### src/hdl/cpg_pkg.sv
`timescale 1ns / 1ps
// ----------------------------------------------------------------------------
// Critical point gap tracker package
// Shared widths, limits and types for the front end, queue and back end.
// ----------------------------------------------------------------------------
package cpg_pkg;

  localparam int SAMPLE_W        = 16;
  localparam int GAP_W           = 16;
  localparam logic [GAP_W-1:0] GAP_LIMIT = {GAP_W{1'b1}};
  localparam int MAX_LEN_DEFAULT = 65535;
  localparam int QUEUE_DEPTH     = 4;

  // How many critical points the back end has seen, saturating at two.
  typedef enum logic [1:0] {
    SEEN_NONE = 2'd0,
    SEEN_ONE  = 2'd1,
    SEEN_TWO  = 2'd2
  } cpg_seen_t;

  // Classification that the front end attaches to each queued word.
  typedef struct packed {
    logic critical;
    logic last;
  } cpg_flags_t;

  localparam int FLAGS_W = $bits(cpg_flags_t);

endpackage

### src/hdl/cpg_in_if.sv
`timescale 1ns / 1ps
// ----------------------------------------------------------------------------
// Sample channel
// Valid/ready channel that carries one sample word and its last flag.
// ----------------------------------------------------------------------------
interface cpg_in_if;
  logic        valid;
  logic        ready;
  logic [15:0] sample;
  logic        last;

  modport source (output valid, output sample, output last, input ready);
  modport sink (input valid, input sample, input last, output ready);
endinterface

### src/hdl/cpg_out_if.sv
`timescale 1ns / 1ps
// ----------------------------------------------------------------------------
// Result channel
// Valid/ready channel that carries one gap result word.
// ----------------------------------------------------------------------------
interface cpg_out_if;
  logic        valid;
  logic        ready;
  logic        found;
  logic [15:0] min_gap;
  logic [15:0] max_gap;

  modport source (output valid, output found, output min_gap, output max_gap, input ready);
  modport sink (input valid, input found, input min_gap, input max_gap, output ready);
endinterface

### src/hdl/cpg_front.sv
`timescale 1ns / 1ps
// ----------------------------------------------------------------------------
// Critical point gap tracker front end
// Accepts samples, classifies the middle sample and queues the verdict.
// ----------------------------------------------------------------------------
module cpg_front #(
  parameter int MAX_LEN = cpg_pkg::MAX_LEN_DEFAULT,
  parameter int POS_W   = $clog2(MAX_LEN + 1)
) (
  input  logic                clk,
  input  logic                rst,
  cpg_in_if.sink              samples,
  input  logic                queue_full,
  output logic                push,
  output cpg_pkg::cpg_flags_t push_flags,
  output logic [POS_W-1:0]    push_pos
);
  import cpg_pkg::*;

  localparam logic [POS_W-1:0] POS_MAX = POS_W'(MAX_LEN);

  logic [SAMPLE_W-1:0] older_sample;
  logic [SAMPLE_W-1:0] middle_sample;
  logic [POS_W-1:0]    position;
  logic                take;
  logic                peak;
  logic                valley;
  logic                critical;

  assign samples.ready = !queue_full;
  assign take          = samples.valid && samples.ready;

  assign peak     = (middle_sample > older_sample) && (middle_sample > samples.sample);
  assign valley   = (middle_sample < older_sample) && (middle_sample < samples.sample);
  assign critical = (position >= POS_W'(2)) && (peak || valley);

  assign push                = take && (critical || samples.last);
  assign push_flags.critical = critical;
  assign push_flags.last     = samples.last;
  assign push_pos            = position - POS_W'(1);

  always_ff @(posedge clk) begin
    if (rst) begin
      older_sample  <= '0;
      middle_sample <= '0;
      position      <= '0;
    end else if (take) begin
      if (samples.last) begin
        older_sample  <= '0;
        middle_sample <= '0;
        position      <= '0;
      end else begin
        older_sample  <= middle_sample;
        middle_sample <= samples.sample;
        if (position < POS_MAX) begin
          position <= position + POS_W'(1);
        end
      end
    end
  end

endmodule

### src/hdl/cpg_queue.sv
`timescale 1ns / 1ps
// ----------------------------------------------------------------------------
// Critical point gap tracker queue
// Small first-in first-out buffer between the front end and the back end.
// ----------------------------------------------------------------------------
module cpg_queue #(
  parameter int WIDTH = 8,
  parameter int DEPTH = cpg_pkg::QUEUE_DEPTH
) (
  input  logic             clk,
  input  logic             rst,
  input  logic             push,
  input  logic [WIDTH-1:0] push_data,
  output logic             full,
  input  logic             pop,
  output logic [WIDTH-1:0] pop_data,
  output logic             empty
);
  import cpg_pkg::*;

  // DEPTH is a power of two so the pointers wrap on their own.
  localparam int AW = (DEPTH > 1) ? $clog2(DEPTH) : 1;

  logic [WIDTH-1:0] entries [DEPTH];
  logic [AW-1:0]    wr_ptr;
  logic [AW-1:0]    rd_ptr;
  logic [AW:0]      count;
  logic             do_push;
  logic             do_pop;

  assign full     = (count == (AW+1)'(DEPTH));
  assign empty    = (count == '0);
  assign do_push  = push && !full;
  assign do_pop   = pop && !empty;
  assign pop_data = entries[rd_ptr];

  always_ff @(posedge clk) begin
    if (do_push) begin
      entries[wr_ptr] <= push_data;
    end
  end

  always_ff @(posedge clk) begin
    if (rst) begin
      wr_ptr <= '0;
      rd_ptr <= '0;
      count  <= '0;
    end else begin
      if (do_push) begin
        wr_ptr <= wr_ptr + AW'(1);
      end
      if (do_pop) begin
        rd_ptr <= rd_ptr + AW'(1);
      end
      case ({do_push, do_pop})
        2'b10:   count <= count + (AW+1)'(1);
        2'b01:   count <= count - (AW+1)'(1);
        default: count <= count;
      endcase
    end
  end

endmodule

### src/hdl/cpg_back.sv
`timescale 1ns / 1ps
// ----------------------------------------------------------------------------
// Critical point gap tracker back end
// Tracks first, latest and closest critical points and builds the result.
// ----------------------------------------------------------------------------
module cpg_back #(
  parameter int MAX_LEN = cpg_pkg::MAX_LEN_DEFAULT,
  parameter int POS_W   = $clog2(MAX_LEN + 1)
) (
  input  logic                clk,
  input  logic                rst,
  input  logic                queue_empty,
  input  cpg_pkg::cpg_flags_t head_flags,
  input  logic [POS_W-1:0]    head_pos,
  output logic                pop,
  cpg_out_if.source           results
);
  import cpg_pkg::*;

  localparam int EXT_W = (POS_W > GAP_W) ? POS_W : GAP_W + 1;

  logic [POS_W-1:0] first_critical;
  logic [POS_W-1:0] latest_critical;
  logic [GAP_W-1:0] smallest_gap;
  cpg_seen_t        critical_seen;

  logic [POS_W-1:0] first_critical_next;
  logic [POS_W-1:0] latest_critical_next;
  logic [GAP_W-1:0] smallest_gap_next;
  cpg_seen_t        critical_seen_next;

  logic [EXT_W-1:0] step_gap;
  logic [GAP_W-1:0] step_gap_sat;
  logic [EXT_W-1:0] span;
  logic [GAP_W-1:0] span_sat;
  logic             out_free;

  assign out_free = !results.valid || results.ready;
  // A last word must wait for room in the output register; others never stall.
  assign pop      = !queue_empty && (!head_flags.last || out_free);

  assign step_gap     = EXT_W'(head_pos) - EXT_W'(latest_critical);
  assign step_gap_sat = (step_gap > EXT_W'(GAP_LIMIT)) ? GAP_LIMIT : step_gap[GAP_W-1:0];

  always_comb begin
    first_critical_next  = first_critical;
    latest_critical_next = latest_critical;
    smallest_gap_next    = smallest_gap;
    critical_seen_next   = critical_seen;
    if (head_flags.critical) begin
      latest_critical_next = head_pos;
      if (critical_seen == SEEN_NONE) begin
        first_critical_next = head_pos;
        critical_seen_next  = SEEN_ONE;
      end else begin
        critical_seen_next = SEEN_TWO;
        if (step_gap_sat < smallest_gap) begin
          smallest_gap_next = step_gap_sat;
        end
      end
    end
  end

  assign span     = EXT_W'(latest_critical_next) - EXT_W'(first_critical_next);
  assign span_sat = (span > EXT_W'(GAP_LIMIT)) ? GAP_LIMIT : span[GAP_W-1:0];

  always_ff @(posedge clk) begin
    if (rst) begin
      first_critical  <= '0;
      latest_critical <= '0;
      smallest_gap    <= GAP_LIMIT;
      critical_seen   <= SEEN_NONE;
    end else if (pop) begin
      if (head_flags.last) begin
        first_critical  <= '0;
        latest_critical <= '0;
        smallest_gap    <= GAP_LIMIT;
        critical_seen   <= SEEN_NONE;
      end else begin
        first_critical  <= first_critical_next;
        latest_critical <= latest_critical_next;
        smallest_gap    <= smallest_gap_next;
        critical_seen   <= critical_seen_next;
      end
    end
  end

  always_ff @(posedge clk) begin
    if (rst) begin
      results.valid <= 1'b0;
    end else if (pop && head_flags.last) begin
      results.valid <= 1'b1;
    end else if (results.ready) begin
      results.valid <= 1'b0;
    end
  end

  always_ff @(posedge clk) begin
    if (pop && head_flags.last) begin
      if (critical_seen_next == SEEN_TWO) begin
        results.found   <= 1'b1;
        results.min_gap <= smallest_gap_next;
        results.max_gap <= span_sat;
      end else begin
        results.found   <= 1'b0;
        results.min_gap <= '0;
        results.max_gap <= '0;
      end
    end
  end

endmodule

### src/hdl/critical_point_gap_tracker.sv
`timescale 1ns / 1ps
// ----------------------------------------------------------------------------
// Critical point gap tracker
// Finds peaks and valleys in a sample stream and reports the smallest gap
// between neighboring critical points and the span from first to latest.
// ----------------------------------------------------------------------------
//
//   Channel   Direction  Word contents
//   -------   ---------  -------------------------------------------
//   samples   in         sample[15:0], last
//   results   out        found, min_gap[15:0], max_gap[15:0]
//
// One sample word is taken every cycle while the queue has room; a result
// is registered when its last word is popped from the queue head; that pop
// waits while the output register holds a result not yet taken. The front
// end classifies each sample combinationally. Reset (rst, synchronous)
// clears the sample history, position counter, queue and gap trackers; no
// clearing pass is needed. A stalled result channel only holds back a last
// word at the queue head, so samples keep flowing until the queue fills.
//
module critical_point_gap_tracker #(
  parameter int MAX_LEN = cpg_pkg::MAX_LEN_DEFAULT
) (
  input  logic      clk,
  input  logic      rst,
  cpg_in_if.sink    samples,
  cpg_out_if.source results
);
  import cpg_pkg::*;

  // The position counter must hold MAX_LEN itself, since it saturates there.
  localparam int POS_W   = $clog2(MAX_LEN + 1);
  localparam int ENTRY_W = FLAGS_W + POS_W;

  logic               push;
  cpg_flags_t         push_flags;
  logic [POS_W-1:0]   push_pos;
  logic               queue_full;
  logic               queue_empty;
  logic               pop;
  logic [ENTRY_W-1:0] head_entry;
  cpg_flags_t         head_flags;
  logic [POS_W-1:0]   head_pos;

  // The front end classifies each sample as it arrives; only words that carry
  // a critical point or close a sequence are queued.
  cpg_front #(
    .MAX_LEN (MAX_LEN),
    .POS_W   (POS_W)
  ) u_front (
    .clk        (clk),
    .rst        (rst),
    .samples    (samples),
    .queue_full (queue_full),
    .push       (push),
    .push_flags (push_flags),
    .push_pos   (push_pos)
  );

  cpg_queue #(
    .WIDTH (ENTRY_W),
    .DEPTH (QUEUE_DEPTH)
  ) u_queue (
    .clk       (clk),
    .rst       (rst),
    .push      (push),
    .push_data ({push_flags, push_pos}),
    .full      (queue_full),
    .pop       (pop),
    .pop_data  (head_entry),
    .empty     (queue_empty)
  );

  assign head_flags = cpg_flags_t'(head_entry[ENTRY_W-1:POS_W]);
  assign head_pos   = head_entry[POS_W-1:0];

  // The back end folds critical positions into the running gap figures and
  // writes the result word when a sequence closes.
  cpg_back #(
    .MAX_LEN (MAX_LEN),
    .POS_W   (POS_W)
  ) u_back (
    .clk         (clk),
    .rst         (rst),
    .queue_empty (queue_empty),
    .head_flags  (head_flags),
    .head_pos    (head_pos),
    .pop         (pop),
    .results     (results)
  );

endmodule
### src/flat_wrapper.sv
// flat-port wrapper written by rule: the top's interface ports become plain ports
module critical_point_gap_tracker_flat import cpg_pkg::*;
#(
  parameter int MAX_LEN = cpg_pkg::MAX_LEN_DEFAULT
)
  (clk, rst, samples_valid, samples_sample, samples_last, samples_ready, results_valid, results_found, results_min_gap, results_max_gap, results_ready);
  cpg_in_if samples_i ();
  cpg_out_if results_i ();
  input  logic clk;
  input  logic rst;
  input wire logic [$bits(samples_i.valid)-1:0] samples_valid;
  input wire logic [$bits(samples_i.sample)-1:0] samples_sample;
  input wire logic [$bits(samples_i.last)-1:0] samples_last;
  output wire logic [$bits(samples_i.ready)-1:0] samples_ready;
  output wire logic [$bits(results_i.valid)-1:0] results_valid;
  output wire logic [$bits(results_i.found)-1:0] results_found;
  output wire logic [$bits(results_i.min_gap)-1:0] results_min_gap;
  output wire logic [$bits(results_i.max_gap)-1:0] results_max_gap;
  input wire logic [$bits(results_i.ready)-1:0] results_ready;
  assign samples_i.valid = samples_valid;
  assign samples_i.sample = samples_sample;
  assign samples_i.last = samples_last;
  assign samples_ready = samples_i.ready;
  assign results_valid = results_i.valid;
  assign results_found = results_i.found;
  assign results_min_gap = results_i.min_gap;
  assign results_max_gap = results_i.max_gap;
  assign results_i.ready = results_ready;
  critical_point_gap_tracker #(.MAX_LEN(MAX_LEN)) u_core (.clk(clk), .rst(rst), .samples(samples_i), .results(results_i));
endmodule
### config.mk
export PLATFORM = sky130hd
export DESIGN_NAME = critical_point_gap_tracker_flat
export DESIGN_NICKNAME = d
export VERILOG_FILES = /design/src/hdl/cpg_pkg.sv /design/src/hdl/cpg_in_if.sv /design/src/hdl/cpg_out_if.sv /design/src/hdl/cpg_front.sv /design/src/hdl/cpg_queue.sv /design/src/hdl/cpg_back.sv /design/src/hdl/critical_point_gap_tracker.sv /design/src/flat_wrapper.sv
export SDC_FILE = /design/constraint.sdc
export NUM_CORES = 1
export LEC_CHECK = 0
export ABC_CLOCK_PERIOD_IN_PS = 7130
export BUFFER_PORTS_ARGS = -buffer_cell sky130_fd_sc_hd__buf_2
export CAP_MARGIN = 15
export CORE_UTILIZATION = 62
export DETAILED_ROUTE_END_ITERATION = 7
export GPL_TIMING_DRIVEN = 0
export PLACE_DENSITY = 0.91
export SYNTH_ARGS = -nofsm -noshare
export SYNTH_HDL_FRONTEND = slang
export SYNTH_SLANG_ARGS = --single-unit
export TNS_END_PERCENT = 100
### constraint.sdc
create_clock -name clk -period 7.13 [get_ports clk]
set_input_delay 0 -clock clk [delete_from_list [all_inputs] [get_ports clk]]
set_output_delay 0 -clock clk [all_outputs]
set_load 0.005 [all_outputs]
# Word level (Yosys, flattened, before mapping)
# Memory sizes are Yosys's and may differ from the RTL's. A register that Yosys moved wholly into a read port is not among the register bits.
# Index checks and enable logic that the tools add are counted.
[word_totals] register_bits=139 latchBits=0 ramBits=72 rom_bits=0 inputBits=21 out_inout_bits=35 word_cells=85 memories=1
[mem_list] name="u_core.u_queue.entries" words=4 word_bits=18 read_ports=1 rd_ports_with_merged_regs=1 write_ports=1 line="cpg_queue.sv:24" rtl="logic [WIDTH-1:0] entries [DEPTH];"
[op_classes] add_sub_neg=8 n_mul=0 div_mod_pow=0 order_cmp=9 n_eq_ne=4 shifts=0 muxes=26 bitwise_logic=0 n_reduce_logical=23
[op_table] operator="2-to-1 mux 16 bit" n=15
[op_table] operator="less-than comparator 16 bit" n=3
[op_table] operator="> comparator 17 x 16 -> 1 bit, second input constant" n=2
[op_table] operator="subtractor 16 x 16 -> 17 bit" n=2
[op_table] operator="> comparator 16 bit" n=2
[op_table] operator="adder 16 x 1 -> 16 bit, second input constant" n=1
[op_table] operator="greater-or-equal comparator 16 x 2 -> 1 bit, second input constant" n=1
[op_table] operator="less-than comparator 16 bit, second input constant" n=1
[op_table] operator="subtractor 16 x 1 -> 16 bit, second input constant" n=1
[op_table] operator="2-to-1 mux 2 bit" n=5
[op_table] operator="logical AND 1 bit" n=9
[op_table] operator="one-hot mux 3 bit (2 select lines)" n=1
[op_table] operator="nonzero test 2 bit" n=3
[op_table] operator="2-to-1 mux 1 bit" n=5
[op_table] operator="adder 2 x 1 -> 2 bit, second input constant" n=2
[op_table] operator="== test 2 bit, second input constant" n=2
[op_table] operator="logical NOT 1 bit" n=4
[op_table] operator="logical OR 1 bit" n=4
[op_table] operator="adder 3 x 1 -> 3 bit, second input constant" n=1
[op_table] operator="== test 3 bit, second input constant" n=1
[op_table] operator="logical NOT 3 bit" n=1
[op_table] operator="subtractor 3 x 1 -> 3 bit, second input constant" n=1
[op_table] operator="== test 2 x 1 -> 1 bit, second input constant" n=1
[op_table] operator="logical NOT 2 bit" n=1
[op_table] operator="AND reduction 2 bit" n=1

# Longest topological paths before layout
[logic_depth] depth_word=9 ltp_mapped=25 ltp_nobuf=20

# Cells and area by module
# From an unflattened synthesis, not the netlist that was laid out.
[hier_totals] cells_unflattened=1234 hier_area_um2=12079.1
[modules_own_cells] mod="cpg_back" instances=1 cells_each=680 area_each_um2=5869.4 seq_area_each_um2=2011.9
[modules_own_cells] mod="cpg_queue" instances=1 cells_each=148 area_each_um2=3114.2 seq_area_each_um2=2342.2
[modules_own_cells] mod="cpg_front" instances=1 cells_each=406 area_each_um2=3095.5 seq_area_each_um2=960.9

# Worst setup path after synthesis
# Ideal clock, no wire load.
[synth_timing] path_kind="flip-flop to flip-flop" from="register with a tool-made name" to="register u_core.u_back.results.min_gap[5] (data pin)" setup_ps=167 t_arrival_ps=4834 required_ps=6963 setup_slack_ps=2129 stages_incl_launch_ff=23 n_path_buf=5 synth_period_minus_slack_ps=5001 path_cell_list="dfxtp_1 > buf_6 > buf_2 > mux4_2 > ha_1 > a21oi_1 > nand2_1 > a21oi_1 > o211ai_2 > a21oi_1 > clkbuf_1 > nor2_1 > inv_1 > ha_1 > a21o_1 > a21o_1 > a21oi_1 > a211o_1 > and2_1 > buf_2 > clkbuf_1 > a211oi_1 > a211oi_1"
[synth_lines] item="end signal: assignment" line="cpg_back.sv:102" rtl="results.min_gap <= smallest_gap_next;"
[synth_lines] item="end: declaration" line="cpg_out_if.sv:13" rtl="modport source (output valid, output found, output min_gap, output max_gap, input ready);"

==> results.json <==
{
  "die-width_um": 139.9,
  "ir_worst_vdd_mv": 0.2274,
  "p_total_mw": 6.022,
  "clkLatencyLatePin_ps": 520,
  "nFillCells": 1288,
  "critPathKind": "reg -> reg",
  "start_kind": "flip-flop",
  "io_pins": 56,
  "synth_top_cell_by_area": "edfxtp_1",
  "synthCells": 1190,
  "place_inst": 1478,
  "cap_violations": 0,
  "end_kind": "flip-flop",
  "drtIter0Drc": 926,
  "syn_area_um2": 11790,
  "portBuffers": 54,
  "drive_above_1_share_pct": 11.52,
  "post-route-period-util_pct": 88.11,
  "grt_antenna_before_repair": 0,
  "grt_pass1_wl_mm": 46.81,
  "viasPerCell": 6.338,
  "cts_resized": 0,
  "synth_top_area_share_pct": 26.75,
  "ant_nets": 0,
  "initial_core_util_pct": 63.23,
  "worst-path-stages": 22,
  "drt-total-wl_mm": 29.09,
  "worst-path-buf-inv": 6,
  "pre_cts_ws_ps": 1078,
  "die_h_um": 139.9,
  "instances_no_fill": 1538,
  "crit_family": "compound AO/OA/AOI/OAI gates",
  "critPathMaxFanout": 10,
  "crit_slowest_cell": "clkbuf_1",
  "leakage_nw": 5.312,
  "stdcell_area_um2": 13270,
  "slew_viol_final": 0,
  "yosysWarnings": 0,
  "fin_crit_ps": 6282,
  "ys_seq_area_share_pct": 45.09,
  "placed_area_um2": 12350,
  "worst_pin_slew_ps": 941.1,
  "avgSynthCellArea_um2": 9.906,
  "timing.setup.tns_ps": 0,
  "firstDrtPassIters": 7,
  "status": "finished, final reports clean",
  "cts.path.max_buffers": 3,
  "numCtsBuffers": 22,
  "maxSlewHeadroom_pct": 37.26,
  "hold_violations": 0,
  "setup_ws_ps": 847.5,
  "fmax_ghz": 0.1592,
  "cts_root_buffer": "clkbuf_16",
  "die-area_um2": 19570,
  "areaGrowthSynthToFinish_pct": 12.54,
  "required_ps": 7470,
  "cts_tree": "yes",
  "synth_cell_type_count": 68,
  "p_per_area_nw_per_um2": 454.0,
  "path_cells": "clkbuf_2 -> clkbuf_1 -> mux4_2 -> ha_1 -> o21ai_1 -> a211oi_2 -> nand4_1 -> o211ai_2 -> a21oi_1 -> clkbuf_1 -> nor2_1 -> inv_1 -> ha_1 -> a21o_1 -> a21o_1 -> a21oi_1 -> a211o_1 -> and2_1 -> buf_2 -> clkbuf_1 -> a211oi_1 -> a211oi_2",
  "reg2reg_depth": 22,
  "ys.flop_type": "dfxtp_1",
  "clk_pin_slew_ps": 70,
  "critical-path-max-stage-delay_ps": 500,
  "nets": 1398,
  "fp-row-count": 50,
  "setup_viol": 0,
  "crit_top_cell": "clkbuf_1",
  "gp_congestion": 0.9779,
  "rsz0062_at_grt": "no",
  "synthArstFlopShare_pct": 0,
  "wire_per_inst_um": 18.92,
  "synth_edf_count": 105,
  "yosys-top-cells-area": "edfxtp_1 (27%), dfxtp_1 (18%), ha_1 (9.3%)",
  "grt_max_degree": 37,
  "fin_skew_ps": 22.02,
  "drc_errors": 0,
  "core-area_um2": 18640,
  "cts_setup_buffers": 0,
  "dp.final_hpwl_mm": 20.12,
  "min_path_cells": 5,
  "cts_sinks": 213,
  "ys_ff_latch": 213,
  "first_global_vias": 9450,
  "grt_usage_pct": 30.14,
  "vias": 9748,
  "htreeDepth": 1,
  "hp-class": "in -> reg",
  "syn-num-nets": 1302,
  "overflow": 0,
  "arrival_ps": 6620
}
-- placed cells by master (no fill, tap or decap), types with 7 or more instances in the layout --
cell and count:
clkbuf_1 51, dfxtp_1 108, buf_2 66, nor3b_1 17, clkbuf_16 23, o211ai_1 37
or3_1 13, nor4_1 7, nor3_1 31, a22oi_1 16, nand3_1 19, nand4_1 13
nand2b_1 8, dlygate4sd3_1 18, xor2_1 29, xnor2_1 16, a211oi_2 12, mux4_2 18
nand2_1 47, mux2i_1 20, nor2b_1 7, a31oi_1 9, nor2_1 148, a211oi_1 27
inv_1 96, edfxtp_1 105, a21o_1 22, ha_1 88, o21ai_0 55, and2_1 8
a21oi_1 86
-- synthesized netlist by cell type (7+ instances only) --
cell type,n
buf_2,12
nand2_1,47
o211ai_1,37
mux4_2,18
nor3b_1,17
xor2_1,29
nor2_1,148
a211oi_2,12
nor2b_1,7
nand4_1,13
a21oi_1,86
mux2i_1,20
nand2b_1,8
ha_1,88
nor4_1,7
nor3_1,31
a22oi_1,16
or3_1,13
inv_1,96
clkbuf_1,43
xnor2_1,16
edfxtp_1,105
a211oi_1,27
dfxtp_1,108
o21ai_0,55
a21o_1,22
and2_1,8
a31oi_1,9
nand3_1,19
-- per-layer routing --
| layer | vias up | wire [µm] | global-route usage (%) |
|---|---|---|---|
| li1 | 4515 | - | - |
| met1 | 4659 | 11320 | 35.09 |
| met2 | 452 | 14560 | 54.66 |
| met3 | 122 | 1852 | 4.267 |
| met4 | 0 | 1356 | 14.05 |
| met5 | - | 0 | 0 |
-- sequential cells by signal, summed over array words and instances (netlist names), named ones only --
register,cells
u_core.u_back.results.max_gap,16
u_core.u_back.critical_seen,2
u_core.u_front.middle_sample,16
u_core.u_back.results.valid,1
u_core.u_front.position,16
u_core.u_back.results.found,1
u_core.u_queue.wr_ptr,2
u_core.u_queue.count,3
u_core.u_queue.entries,72
u_core.u_queue.rd_ptr,2
u_core.u_back.results.min_gap,16
u_core.u_front.older_sample,16
u_core.u_back.smallest_gap,16
u_core.u_back.first_critical,16
u_core.u_back.latest_critical,16
-- per-stage QoR --
| step | util [%] | hold slack, ps |
|---|---|---|
| after global routing | 71.13 | 130.6 |
| after global placement | 66.25 | 255.7 |
| after CTS | 71.13 | 96.28 |
| after detailed placement | 66.25 | 258.7 |
| final | 71.15 | 138.2 |
| after floorplan | - | 98.87 |
-- path summary, 6_finish.rpt --
kind                                                    start                                         endpoint  slack (ps)
setup reg to reg                                    flip-flop  u_core.u_back.results.min_gap[10]$_SDFFCE_PN0P_         850
hold / removal                                  samples_valid          u_core.u_front.position[1]$_SDFFE_PP0P_         140
setup / recovery                                    flip-flop  u_core.u_back.results.min_gap[10]$_SDFFCE_PN0P_         850
hold reg to reg   u_core.u_front.older_sample[2]$_SDFFE_PP0P_      u_core.u_front.older_sample[2]$_SDFFE_PP0P_         490
-- area by class of cell --
cell class,instances,area [µm²],share of cell area [%]
diodes,2,5.005,0.03773
multi-input cells,814,5801,43.73
plain buffers,66,305.3,2.301
flip-flops and latches,213,5315,40.07
clock buffers,34,646.9,4.876
clock inverters,6,82.58,0.6225
inverters,97,366.6,2.764
well taps,234,292.8,2.207
repair buffers,72,450.4,3.396
-- report_power, final --
group / switching, mW / total, mW / internal (mW)
sequential: 0.0799 / 1.61 / 1.53
combinational: 2.05 / 3.24 / 1.19
clock: 0.479 / 1.18 / 0.697
-- repair_timing --
item                                    in CTS  in global routing
hold endpoints to repair                    21                  0
hold buffers                                18                  0
endpoints found under the setup margin       0                  0
-- kinds of logic (layout without fill, tap and decap cells) --
kind of cell	after synthesis	after routing	share of synthesized area (%)
AO/OA/AOI/OAI	296	296	16.60
flip-flops	213	213	45.09
AND/OR/NAND/NOR	343	343	14.18
XOR/XNOR	45	45	3.344
adder cells (fa/ha/maj)	91	91	9.850
buffers and inverters	163	275	5.700
multiplexers	39	39	5.233
other	0	2	0
-- worst reg2reg max path, stage by stage, from the launching register on --
cell      delay, ps
dfxtp_1         310
clkbuf_2        270
clkbuf_1        500
mux4_2          490
ha_1            380
o21ai_1         130
a211oi_2        300
nand4_1         230
o211ai_2        290
a21oi_1         190
clkbuf_1        260
nor2_1          360
inv_1           100
ha_1            310
a21o_1          160
a21o_1          160
a21oi_1         290
a211o_1         190
and2_1          120
buf_2           190
clkbuf_1        450
a211oi_1        150
a211oi_2        260
(Power assumes the default switching activity.)
